<file path="src/sdrc_pkg.sv">
`timescale 1ns / 1ps
// ----------------------------------------------------------------------------
// Sprite dirty-rectangle cull package
// Shared sizes, operation and result codes, payload and storage types.
// ----------------------------------------------------------------------------
package sdrc_pkg;

   localparam int SLOT_COUNT = 8;
   localparam int RECT_COUNT = 4;

   localparam int SLOT_AW = (SLOT_COUNT > 1) ? $clog2(SLOT_COUNT) : 1;
   localparam int RECT_AW = (RECT_COUNT > 1) ? $clog2(RECT_COUNT) : 1;

   localparam logic [2:0]         SLOT_LAST = 3'(SLOT_COUNT - 1);
   localparam logic [RECT_AW-1:0] RECT_LAST = RECT_AW'(RECT_COUNT - 1);

   localparam int FLAG_ACTIVE = 0;
   localparam int FLAG_DIRTY  = 1;
   localparam int FLAG_FLIPX  = 5;
   localparam int FLAG_FLIPY  = 6;

   typedef enum logic [1:0] {
      OP_RECT_WR = 2'd0,
      OP_SLOT_WR = 2'd1,
      OP_RENDER  = 2'd2,
      OP_FLAG_RD = 2'd3
   } op_type;

   typedef enum logic [1:0] {
      KIND_DRAW  = 2'd0,
      KIND_ACK   = 2'd1,
      KIND_FLAGS = 2'd2
   } kind_type;

   typedef struct packed {
      logic [1:0]         operation;
      logic [2:0]         index;
      logic [2:0]         first_index;
      logic [15:0]        flags;
      logic signed [15:0] coord_a;
      logic signed [15:0] coord_b;
      logic signed [15:0] coord_c;
      logic signed [15:0] coord_d;
   } req_type;

   typedef struct packed {
      logic [1:0]         kind;
      logic [2:0]         slot_number;
      logic [1:0]         rect_number;
      logic [2:0]         blitter_select;
      logic               flip_x;
      logic               flip_y;
      logic signed [15:0] clip_left;
      logic signed [15:0] clip_right;
      logic signed [15:0] clip_top;
      logic signed [15:0] clip_bottom;
      logic [15:0]        slot_flags;
      logic               last;
   } rsp_type;

   typedef struct packed {
      logic [15:0]        flags;
      logic signed [15:0] x;
      logic signed [15:0] y;
      logic signed [15:0] width;
      logic signed [15:0] height;
   } slot_entry_type;

   typedef struct packed {
      logic signed [15:0] bottom;
      logic signed [15:0] top;
      logic signed [15:0] right;
      logic signed [15:0] left;
   } rect_type;

   localparam rect_type RECT_RESET = '{bottom: 16'sd0, top: 16'sd0, right: 16'sd0,
                                       left: -16'sd1};

   typedef enum logic [2:0] {
      ST_IDLE,
      ST_ACK,
      ST_FLAGS,
      ST_START,
      ST_SLOT,
      ST_RECT,
      ST_WBACK,
      ST_DONE
   } state_type;

endpackage

</file>
<file path="src/sdrc_ram.sv">
`timescale 1ns / 1ps
// ----------------------------------------------------------------------------
// Generic single-port-write RAM
// One write port, one read port, read data registered.
// ----------------------------------------------------------------------------
module sdrc_ram #(
   parameter int WIDTH = 16,
   parameter int DEPTH = 8,
   localparam int ADDR_W = (DEPTH > 1) ? $clog2(DEPTH) : 1
) (
   input  logic              clock,
   input  logic              wr_en,
   input  logic [ADDR_W-1:0] wr_addr,
   input  logic [WIDTH-1:0]  wr_data,
   input  logic              rd_en,
   input  logic [ADDR_W-1:0] rd_addr,
   output logic [WIDTH-1:0]  rd_data
);

   logic [WIDTH-1:0] mem_ff [DEPTH];
   logic [WIDTH-1:0] rd_data_ff;

   always_ff @(posedge clock) begin
      if (wr_en) begin
         mem_ff[wr_addr] <= wr_data;
      end
      if (rd_en) begin
         rd_data_ff <= mem_ff[rd_addr];
      end
   end

   assign rd_data = rd_data_ff;

endmodule

</file>
<file path="src/sprite_dirty_rect_cull_core.sv">
`timescale 1ns / 1ps
// ----------------------------------------------------------------------------
// Sprite dirty-rectangle cull core
// Slot table and dirty-rectangle list in RAM; renders walk slots from last
// to first, test each active slot against the list, emit draw requests.
// ----------------------------------------------------------------------------
// Channel  Direction  Handshake              Payload
// req      in         req_valid / req_stall  sdrc_pkg::req_type
// rsp      out        rsp_valid / rsp_stall  sdrc_pkg::rsp_type
//
// A render reads, per visited slot, the slot entry and then, for active
// slots, each rectangle in turn; the rectangle RAM read port sets the
// per-test pace.
// Reset marks all RAM entries unwritten: slots read as zero, rectangles as
// the empty list. A stalled result holds the sequencer only when it has a new result to emit.
// ----------------------------------------------------------------------------
module sprite_dirty_rect_cull_core (
   input  logic              clock,
   input  logic              reset,
   input  logic              req_valid,
   output logic              req_stall,
   input  sdrc_pkg::req_type req_data,
   output logic              rsp_valid,
   input  logic              rsp_stall,
   output sdrc_pkg::rsp_type rsp_data
);
   import sdrc_pkg::*;

   state_type state_ff, state_in;

   logic [2:0]         cursor_ff, cursor_in;
   logic [2:0]         first_ff, first_in;
   logic [2:0]         idx_ff, idx_in;
   logic [RECT_AW-1:0] rect_idx_ff, rect_idx_in;
   slot_entry_type     slot_ff, slot_in;
   logic signed [15:0] right_sum_ff, right_sum_in;
   logic signed [15:0] bottom_sum_ff, bottom_sum_in;

   logic [SLOT_COUNT-1:0] slot_valid_ff;
   logic [RECT_COUNT-1:0] rect_valid_ff;
   logic                  slot_rd_vld_ff, slot_rd_vld_in;
   logic                  rect_rd_vld_ff, rect_rd_vld_in;

   logic    rsp_valid_ff;
   rsp_type rsp_data_ff;
   rsp_type rsp_next;
   logic    rsp_load;

   logic               slot_wr_en, slot_rd_en;
   logic [SLOT_AW-1:0] slot_wr_addr, slot_rd_addr;
   slot_entry_type     slot_wr_data;
   logic [79:0]        slot_ram_q;
   logic               rect_wr_en, rect_rd_en;
   logic [RECT_AW-1:0] rect_wr_addr, rect_rd_addr;
   rect_type           rect_wr_data;
   logic [63:0]        rect_ram_q;

   slot_entry_type slot_q;
   rect_type       rect_q;
   logic           accept;
   logic           out_free;
   logic           rect_empty;
   logic           overlap;
   logic [2:0]     start_last;

   sdrc_ram #(.WIDTH(80), .DEPTH(SLOT_COUNT)) u_slot_ram (
      .clock   (clock),
      .wr_en   (slot_wr_en),
      .wr_addr (slot_wr_addr),
      .wr_data (slot_wr_data),
      .rd_en   (slot_rd_en),
      .rd_addr (slot_rd_addr),
      .rd_data (slot_ram_q)
   );

   sdrc_ram #(.WIDTH(64), .DEPTH(RECT_COUNT)) u_rect_ram (
      .clock   (clock),
      .wr_en   (rect_wr_en),
      .wr_addr (rect_wr_addr),
      .wr_data (rect_wr_data),
      .rd_en   (rect_rd_en),
      .rd_addr (rect_rd_addr),
      .rd_data (rect_ram_q)
   );

   assign accept   = req_valid && !req_stall;
   assign out_free = !rsp_valid_ff || !rsp_stall;
   assign slot_q   = slot_rd_vld_ff ? slot_entry_type'(slot_ram_q) : '0;
   assign rect_q   = rect_rd_vld_ff ? rect_type'(rect_ram_q) : RECT_RESET;

   assign rect_empty = rect_q.left[15];
   assign overlap    = (slot_ff.x < rect_q.right) && (slot_ff.y < rect_q.bottom) &&
                       (right_sum_ff > rect_q.left) && (bottom_sum_ff > rect_q.top);
   assign start_last = (int'(req_data.index) >= SLOT_COUNT) ? SLOT_LAST : req_data.index;

   always_comb begin
      state_in = state_ff;
      case (state_ff)
         ST_IDLE: begin
            if (accept) begin
               case (op_type'(req_data.operation))
                  OP_RECT_WR: state_in = ST_ACK;
                  OP_SLOT_WR: state_in = ST_ACK;
                  OP_RENDER:  state_in = ST_START;
                  OP_FLAG_RD: state_in = ST_FLAGS;
                  default:    state_in = ST_IDLE;
               endcase
            end
         end
         ST_ACK, ST_DONE, ST_FLAGS: begin
            if (out_free) state_in = ST_IDLE;
         end
         ST_START: begin
            if (rect_empty || (first_ff > cursor_ff)) state_in = ST_DONE;
            else state_in = ST_SLOT;
         end
         ST_SLOT: begin
            if (slot_q.flags[FLAG_ACTIVE]) state_in = ST_RECT;
            else state_in = ST_WBACK;
         end
         ST_RECT: begin
            if (rect_empty) state_in = ST_WBACK;
            else if (overlap && !out_free) state_in = ST_RECT;
            else if (rect_idx_ff == RECT_LAST) state_in = ST_WBACK;
            else state_in = ST_RECT;
         end
         ST_WBACK: begin
            if (cursor_ff == first_ff) state_in = ST_DONE;
            else state_in = ST_SLOT;
         end
         default: state_in = ST_IDLE;
      endcase
   end

   always_comb begin
      req_stall      = 1'b1;
      slot_wr_en     = 1'b0;
      slot_wr_addr   = cursor_ff[SLOT_AW-1:0];
      slot_wr_data   = slot_ff;
      slot_rd_en     = 1'b0;
      slot_rd_addr   = cursor_ff[SLOT_AW-1:0];
      rect_wr_en     = 1'b0;
      rect_wr_addr   = req_data.index[RECT_AW-1:0];
      rect_wr_data   = '{bottom: req_data.coord_d, top: req_data.coord_c,
                         right: req_data.coord_b, left: req_data.coord_a};
      rect_rd_en     = 1'b0;
      rect_rd_addr   = '0;
      rsp_load       = 1'b0;
      rsp_next       = '0;
      cursor_in      = cursor_ff;
      first_in       = first_ff;
      idx_in         = idx_ff;
      rect_idx_in    = rect_idx_ff;
      slot_in        = slot_ff;
      right_sum_in   = right_sum_ff;
      bottom_sum_in  = bottom_sum_ff;
      case (state_ff)
         ST_IDLE: begin
            req_stall = 1'b0;
            if (accept) begin
               case (op_type'(req_data.operation))
                  OP_RECT_WR: begin
                     rect_wr_en = int'(req_data.index) < RECT_COUNT;
                  end
                  OP_SLOT_WR: begin
                     slot_wr_en   = int'(req_data.index) < SLOT_COUNT;
                     slot_wr_addr = req_data.index[SLOT_AW-1:0];
                     slot_wr_data = '{flags: req_data.flags, x: req_data.coord_a,
                                      y: req_data.coord_b, width: req_data.coord_c,
                                      height: req_data.coord_d};
                  end
                  OP_RENDER: begin
                     rect_rd_en = 1'b1;
                     cursor_in  = start_last;
                     first_in   = req_data.first_index;
                  end
                  OP_FLAG_RD: begin
                     slot_rd_en   = 1'b1;
                     slot_rd_addr = req_data.index[SLOT_AW-1:0];
                     idx_in       = req_data.index;
                  end
                  default: begin
                     rect_rd_en = 1'b0;
                  end
               endcase
            end
         end
         ST_ACK, ST_DONE: begin
            if (out_free) begin
               rsp_load      = 1'b1;
               rsp_next.kind = KIND_ACK;
               rsp_next.last = 1'b1;
            end
         end
         ST_FLAGS: begin
            if (out_free) begin
               rsp_load             = 1'b1;
               rsp_next.kind        = KIND_FLAGS;
               rsp_next.slot_number = idx_ff;
               rsp_next.slot_flags  = slot_q.flags;
               rsp_next.last        = 1'b1;
            end
         end
         ST_START: begin
            slot_rd_en = !(rect_empty || (first_ff > cursor_ff));
         end
         ST_SLOT: begin
            slot_in       = slot_q;
            right_sum_in  = slot_q.x + slot_q.width;
            bottom_sum_in = slot_q.y + slot_q.height;
            rect_idx_in   = '0;
            rect_rd_en    = slot_q.flags[FLAG_ACTIVE];
         end
         ST_RECT: begin
            if (!rect_empty) begin
               if (overlap && out_free) begin
                  rsp_load                = 1'b1;
                  rsp_next.kind           = KIND_DRAW;
                  rsp_next.slot_number    = cursor_ff;
                  rsp_next.rect_number    = 2'(rect_idx_ff);
                  rsp_next.blitter_select = slot_ff.flags[4:2];
                  rsp_next.flip_x         = slot_ff.flags[FLAG_FLIPX];
                  rsp_next.flip_y         = slot_ff.flags[FLAG_FLIPY];
                  rsp_next.clip_left      = rect_q.left;
                  rsp_next.clip_right     = rect_q.right;
                  rsp_next.clip_top       = rect_q.top;
                  rsp_next.clip_bottom    = rect_q.bottom;
               end
               if ((!overlap || out_free) && (rect_idx_ff != RECT_LAST)) begin
                  rect_idx_in  = rect_idx_ff + 1'b1;
                  rect_rd_en   = 1'b1;
                  rect_rd_addr = rect_idx_ff + 1'b1;
               end
            end
         end
         ST_WBACK: begin
            slot_wr_en                    = 1'b1;
            slot_wr_data.flags[FLAG_DIRTY] = 1'b0;
            if (cursor_ff != first_ff) begin
               cursor_in    = cursor_ff - 1'b1;
               slot_rd_en   = 1'b1;
               slot_rd_addr = cursor_in[SLOT_AW-1:0];
            end
         end
         default: begin
            req_stall = 1'b1;
         end
      endcase
   end

   assign slot_rd_vld_in = slot_rd_en ?
                           (slot_valid_ff[slot_rd_addr] &&
                            (state_ff != ST_IDLE || int'(req_data.index) < SLOT_COUNT)) :
                           slot_rd_vld_ff;
   assign rect_rd_vld_in = rect_rd_en ? rect_valid_ff[rect_rd_addr] : rect_rd_vld_ff;

   always_ff @(posedge clock) begin
      if (reset) begin
         state_ff       <= ST_IDLE;
         slot_valid_ff  <= '0;
         rect_valid_ff  <= '0;
         slot_rd_vld_ff <= 1'b0;
         rect_rd_vld_ff <= 1'b0;
         rsp_valid_ff   <= 1'b0;
      end else begin
         state_ff       <= state_in;
         slot_rd_vld_ff <= slot_rd_vld_in;
         rect_rd_vld_ff <= rect_rd_vld_in;
         if (slot_wr_en) slot_valid_ff[slot_wr_addr] <= 1'b1;
         if (rect_wr_en) rect_valid_ff[rect_wr_addr] <= 1'b1;
         if (rsp_load) rsp_valid_ff <= 1'b1;
         else if (!rsp_stall) rsp_valid_ff <= 1'b0;
      end
   end

   always_ff @(posedge clock) begin
      cursor_ff     <= cursor_in;
      first_ff      <= first_in;
      idx_ff        <= idx_in;
      rect_idx_ff   <= rect_idx_in;
      slot_ff       <= slot_in;
      right_sum_ff  <= right_sum_in;
      bottom_sum_ff <= bottom_sum_in;
      if (rsp_load) rsp_data_ff <= rsp_next;
   end

   assign rsp_valid = rsp_valid_ff;
   assign rsp_data  = rsp_data_ff;

endmodule

</file>
<file path="config.mk">
export PLATFORM = sky130hd
export DESIGN_NAME = sprite_dirty_rect_cull_core
export DESIGN_NICKNAME = d
export VERILOG_FILES = /design/src/sdrc_pkg.sv /design/src/sdrc_ram.sv /design/src/sprite_dirty_rect_cull_core.sv
export SDC_FILE = /design/constraint.sdc
export NUM_CORES = 2
export LEC_CHECK = 0
export BUFFER_PORTS_ARGS = -buffer_cell sky130_fd_sc_hd__clkbuf_2
export CELL_PAD_IN_SITES_DETAIL_PLACEMENT = 2
export CELL_PAD_IN_SITES_GLOBAL_PLACEMENT = 2
export CORE_AREA = 2 2 346 348
export DETAILED_ROUTE_END_ITERATION = 10
export DIE_AREA = 0 0 348 350
export GPL_TIMING_DRIVEN = 0
export HOLD_SLACK_MARGIN = 0.05
export PLACE_DENSITY_LB_ADDON = 0.1
export SLEW_MARGIN = 20
export SYNTH_ARGS = -nofsm -noshare
export SYNTH_HDL_FRONTEND = slang
export SYNTH_SLANG_ARGS = --single-unit
</file>
<file path="constraint.sdc">
create_clock -name clock -period 9 [get_ports clock]
set_input_delay 0.45 -clock clock [delete_from_list [all_inputs] [get_ports clock]]
set_output_delay 0.45 -clock clock [all_outputs]
set_load 0.02 [all_outputs]
</file>
==> results by group <==
Outcome
  • Status: completed

Cells and area
  • Share of layout cells above drive strength 1: 0.143
  • Number of fill cells: 11000
  • Nets@finish: 4453
  • Synth-to-layout area growth: 18.5%
  • Final Cell Area: 61000 um2
  • Utilization after layout: 0.518

Drt
  • Routed WL: 197000 um
  • Vias: 34900
  • Post-route antenna net violation count: 0
  • 1st-pass router iterations: 6
  • 1st-iter DRT viols: 3521
  • DR vias/cell: 5.90
  • DRC viols: 0
  • WL/cell: 33.3 um

Placed design
  • Dpl ws: 2.09 ns
  • Placed cell areas: 56000 um2
  • Gpl congestion: 0.860
  • DP HPWL: 133000 um
  • # port buffers: 185

Clock tree
  • H-tree Lvls: 4
  • Clk slew on worst S/H paths: 0.06 ns
  • CTS sink cnt: 1273
  • Total CTS buffers: 140
  • Post-CTS sizing: 0
  • Clk_lat worst skew: 0.77 ns
  • Root Driver: clkbuf_16
  • Clock buffer depth: 3
  • CTS tree: built

Pwr
  • Leakage: 22.5 nW
  • Power Density: 315 nW/um2
  • Total power: 19.2 mW
  • Maximum VDD drop: 0.383 mV

Timing
  • Final min period: 7.10 ns
  • PnR worst setup slack: 1.90 ns
  • Fin. max-slew vios: 0
  • Fin Hold WS: 0.0935 ns
  • Post-Route Skew: 0.0300 ns
  • Final hold violation count: 0
  • RSZ-0062 raised after global routing: false
  • Worst slew margin: 0.169
  • Final Cycle Share: 0.788
  • Final Setup Violations: 0
  • Worst-margin pin slew: 1.25 ns
  • Max Clk Rate: 0.141 GHz

Critical path
  • Slowest stage delay, CP: 0.91 ns
  • Crit Path Max Fanout: 10
  • CP required: 9.42 ns
  • Worst reg2reg path endpoint: u_rect_ram.rd_data[48]
  • Most frequent CP cell: clkbuf_1
  • Slowest CP cell: a222oi_1
  • Critical Path Sink Type: register
  • Nature of the critical path startpoint: register
  • Critical R2R Launch: rect_rd_vld_ff
  • Crit path arrival time: 7.52 ns
  • Critical path class: reg -> reg
  • Reg2reg setup slack: 1.90 ns
  • Reg2Reg Depth: 16
  • CP Cell Sequence: clkbuf_1 -> clkbuf_1 -> nand2_1 -> ha_1 -> a21oi_1 -> nor2b_1 -> o311ai_0 -> nand4b_1 -> o31ai_2 -> a311oi_2 -> nand2_2 -> buf_6 -> nor2_2 -> buf_6 -> clkbuf_1 -> a222oi_1

Global route
  • Initial antenna violation count: 24
  • Vias in the first global route: 37900
  • First-pass GRT wire length: 277000 um
  • Grt total ovfl: 0
  • Global Route Usage Sum: 0.322
  • Largest net degree at the start of global routing: 51

Synthesis
  • Ys async rst share: 0
  • Syn Std Cell Area: 51500 um2
  • #FFs+latches synth: 1273
  • Synth Warn #: 0
  • Post-synth EDFFs: 1255
  • Post-Syn Nets: 3968
  • Distinct cells, synth: 69
  • Gate count after technology mapping: 3777
  • Synth Flop Type: edfxtp_1
  • Sequential area share after synthesis: 0.738
  • Syn_area_per_cell: 13.6 um2

Floorplanning
  • Die footprint: 122000 um2
  • Initial Utilization: 0.438
  • Die W: 348 um
  • Die Y: 350 um
  • Io pins: 187
  • FP Rows: 126
  • Core area: 118000 um2

Run
  • Max_cap viols: 0

Worst hold path
  • Hold Crit Start: req_data[3]
  • Hold depth: 1
  • Hold Path Class: in -> reg
  • Worst Hold Path EP: u_rect_ram.mem_ff[3][51]
area by class of cell:
class	count	area, um2	area share
Buffer	196	866	0.0142
Clock buffer	185	3850	0.0631
Clock inverter	61	513	0.00840
Sequential cell	1273	38000	0.623
Antenna cell	8	20.0	0.000328
Tap cell	1536	1920	0.0315
Timing Repair Buffer	343	3040	0.0498
Multi-Input combinational cell	2136	12100	0.199
Inverter	172	646	0.0106
stage by stage:
step	TNS [ns]	instances
after floorplan	0	3777
after global placement	-2619.18	5498
after detailed placement	0	5591
after CTS	0	5901
after global routing	0	5904
final	0	5910
kinds of logic (layout without fill, tap and decap cells):
family,count (synthesis),after routing,synth area share
other,1,9,0.0000728
xor gates and xnor gates,31,31,0.00527
AOI/OAI and AO/OA,297,297,0.0399
buffers and inverters,368,957,0.0290
adders and majority gates,99,99,0.0243
muxes,145,145,0.0300
DFF,1273,1273,0.738
and+or+nand+nor,1563,1563,0.133
cells in the mapped netlist (9+ instances only):
master | n | area (um2)
edfxtp_1 | 1255 | 37700
nand2_1 | 821 | 3080
nand3_1 | 424 | 2120
inv_1 | 172 | 646
clkbuf_1 | 145 | 544
nor2_1 | 138 | 518
ha_1 | 97 | 1210
and2_1 | 95 | 594
mux2_2 | 75 | 845
mux2i_1 | 70 | 701
a222oi_1 | 63 | 631
o21ai_1 | 62 | 310
o21ai_0 | 52 | 260
a21oi_1 | 41 | 205
buf_2 | 33 | 165
xnor2_1 | 25 | 219
nor2b_1 | 24 | 150
dfxtp_1 | 18 | 360
a21o_1 | 14 | 105
nor3_1 | 11 | 55.1
buf_1 | 10 | 37.5
nand2b_1 | 10 | 62.6
a211oi_1 | 9 | 67.6
critical path, delay by kind of cell, from the launching register on:
| kind | cells | cell delay [ns] |
|---|---|---|
| and+or+nand+nor | 5 | 1.08 |
| adders and majority gates | 1 | 0.42 |
| buffers and inverters | 5 | 1.99 |
| AOI/OAI and AO/OA | 5 | 2.67 |
| DFF | 1 | 0.54 |
sequential cells by signal, summed over array words and instances, names as in the netlist, 2 cells and up:
name                count
u_slot_ram.mem_ff     640
u_rect_ram.mem_ff     256
rsp_data               92
slot_ff                80
u_slot_ram.rd_data     80
u_rect_ram.rd_data     64
bottom_sum_ff          16
right_sum_ff           16
slot_valid_ff           8
rect_valid_ff           4
cursor_ff               3
first_ff                3
idx_ff                  3
state_ff                3
rect_idx_ff             2
timing repair:
| item | CTS | global route |
|---|---|---|
| hold buffers | 64 | 0 |
| setup buffers | 0 | 0 |
| endpoints found under the hold margin | 238 | 0 |
metal layers:
metal	vias to the layer above	global-route usage	share of wire	wire length (um)
met4	32	0.127	0.040	7830
met5	-	0	0.0011	207
li1	14700	-	-	-
met2	1357	0.553	0.50	97800
met3	387	0.0583	0.064	12700
met1	18400	0.405	0.40	78300
cells in the final DEF, fill, tap and decap left out, drive strengths merged, types with 9 or more instances in the layout:
cell type	Yosys	final
nor2	139	139
nor3	11	11
edfxtp	1255	1255
xnor2	25	25
a222oi	63	63
ha	97	97
a21o	14	14
a21oi	41	41
clkbuf	145	515
mux2i	70	70
clkinv	0	44
o21ai	114	114
mux2	75	75
dlygate4sd3	0	64
dfxtp	18	18
buf	51	145
nand3	424	424
nand2b	10	10
and2	95	95
a211oi	9	9
nor2b	24	24
inv	172	178
nand2	822	822
worst max path at each step:
stage                        start                       end  slack (ns)  cells after the start
floorplan              state_ff[0]   u_rect_ram.mem_ff[0][0]        0.72                      4
global placement       state_ff[0]  u_rect_ram.mem_ff[0][49]       -7.01                      4
detailed placement  rect_rd_vld_ff              rsp_data[26]        2.09                     15
CTS                 rect_rd_vld_ff              rsp_data[26]        1.91                     15
global route        rect_rd_vld_ff              rsp_data[26]        1.74                     15
finish              rect_rd_vld_ff    u_rect_ram.rd_data[48]        1.90                     16
report_power, final:
part / total [mW] / internal (mW) / switching (mW)
clock network: 5.67 / 3.23 / 2.44
registers: 7.82 / 7.58 / 0.246
logic: 5.72 / 1.40 / 4.32
total: 19.2 / 12.2 / 7.01
Note: power is estimated with default switching activity, not from simulation.
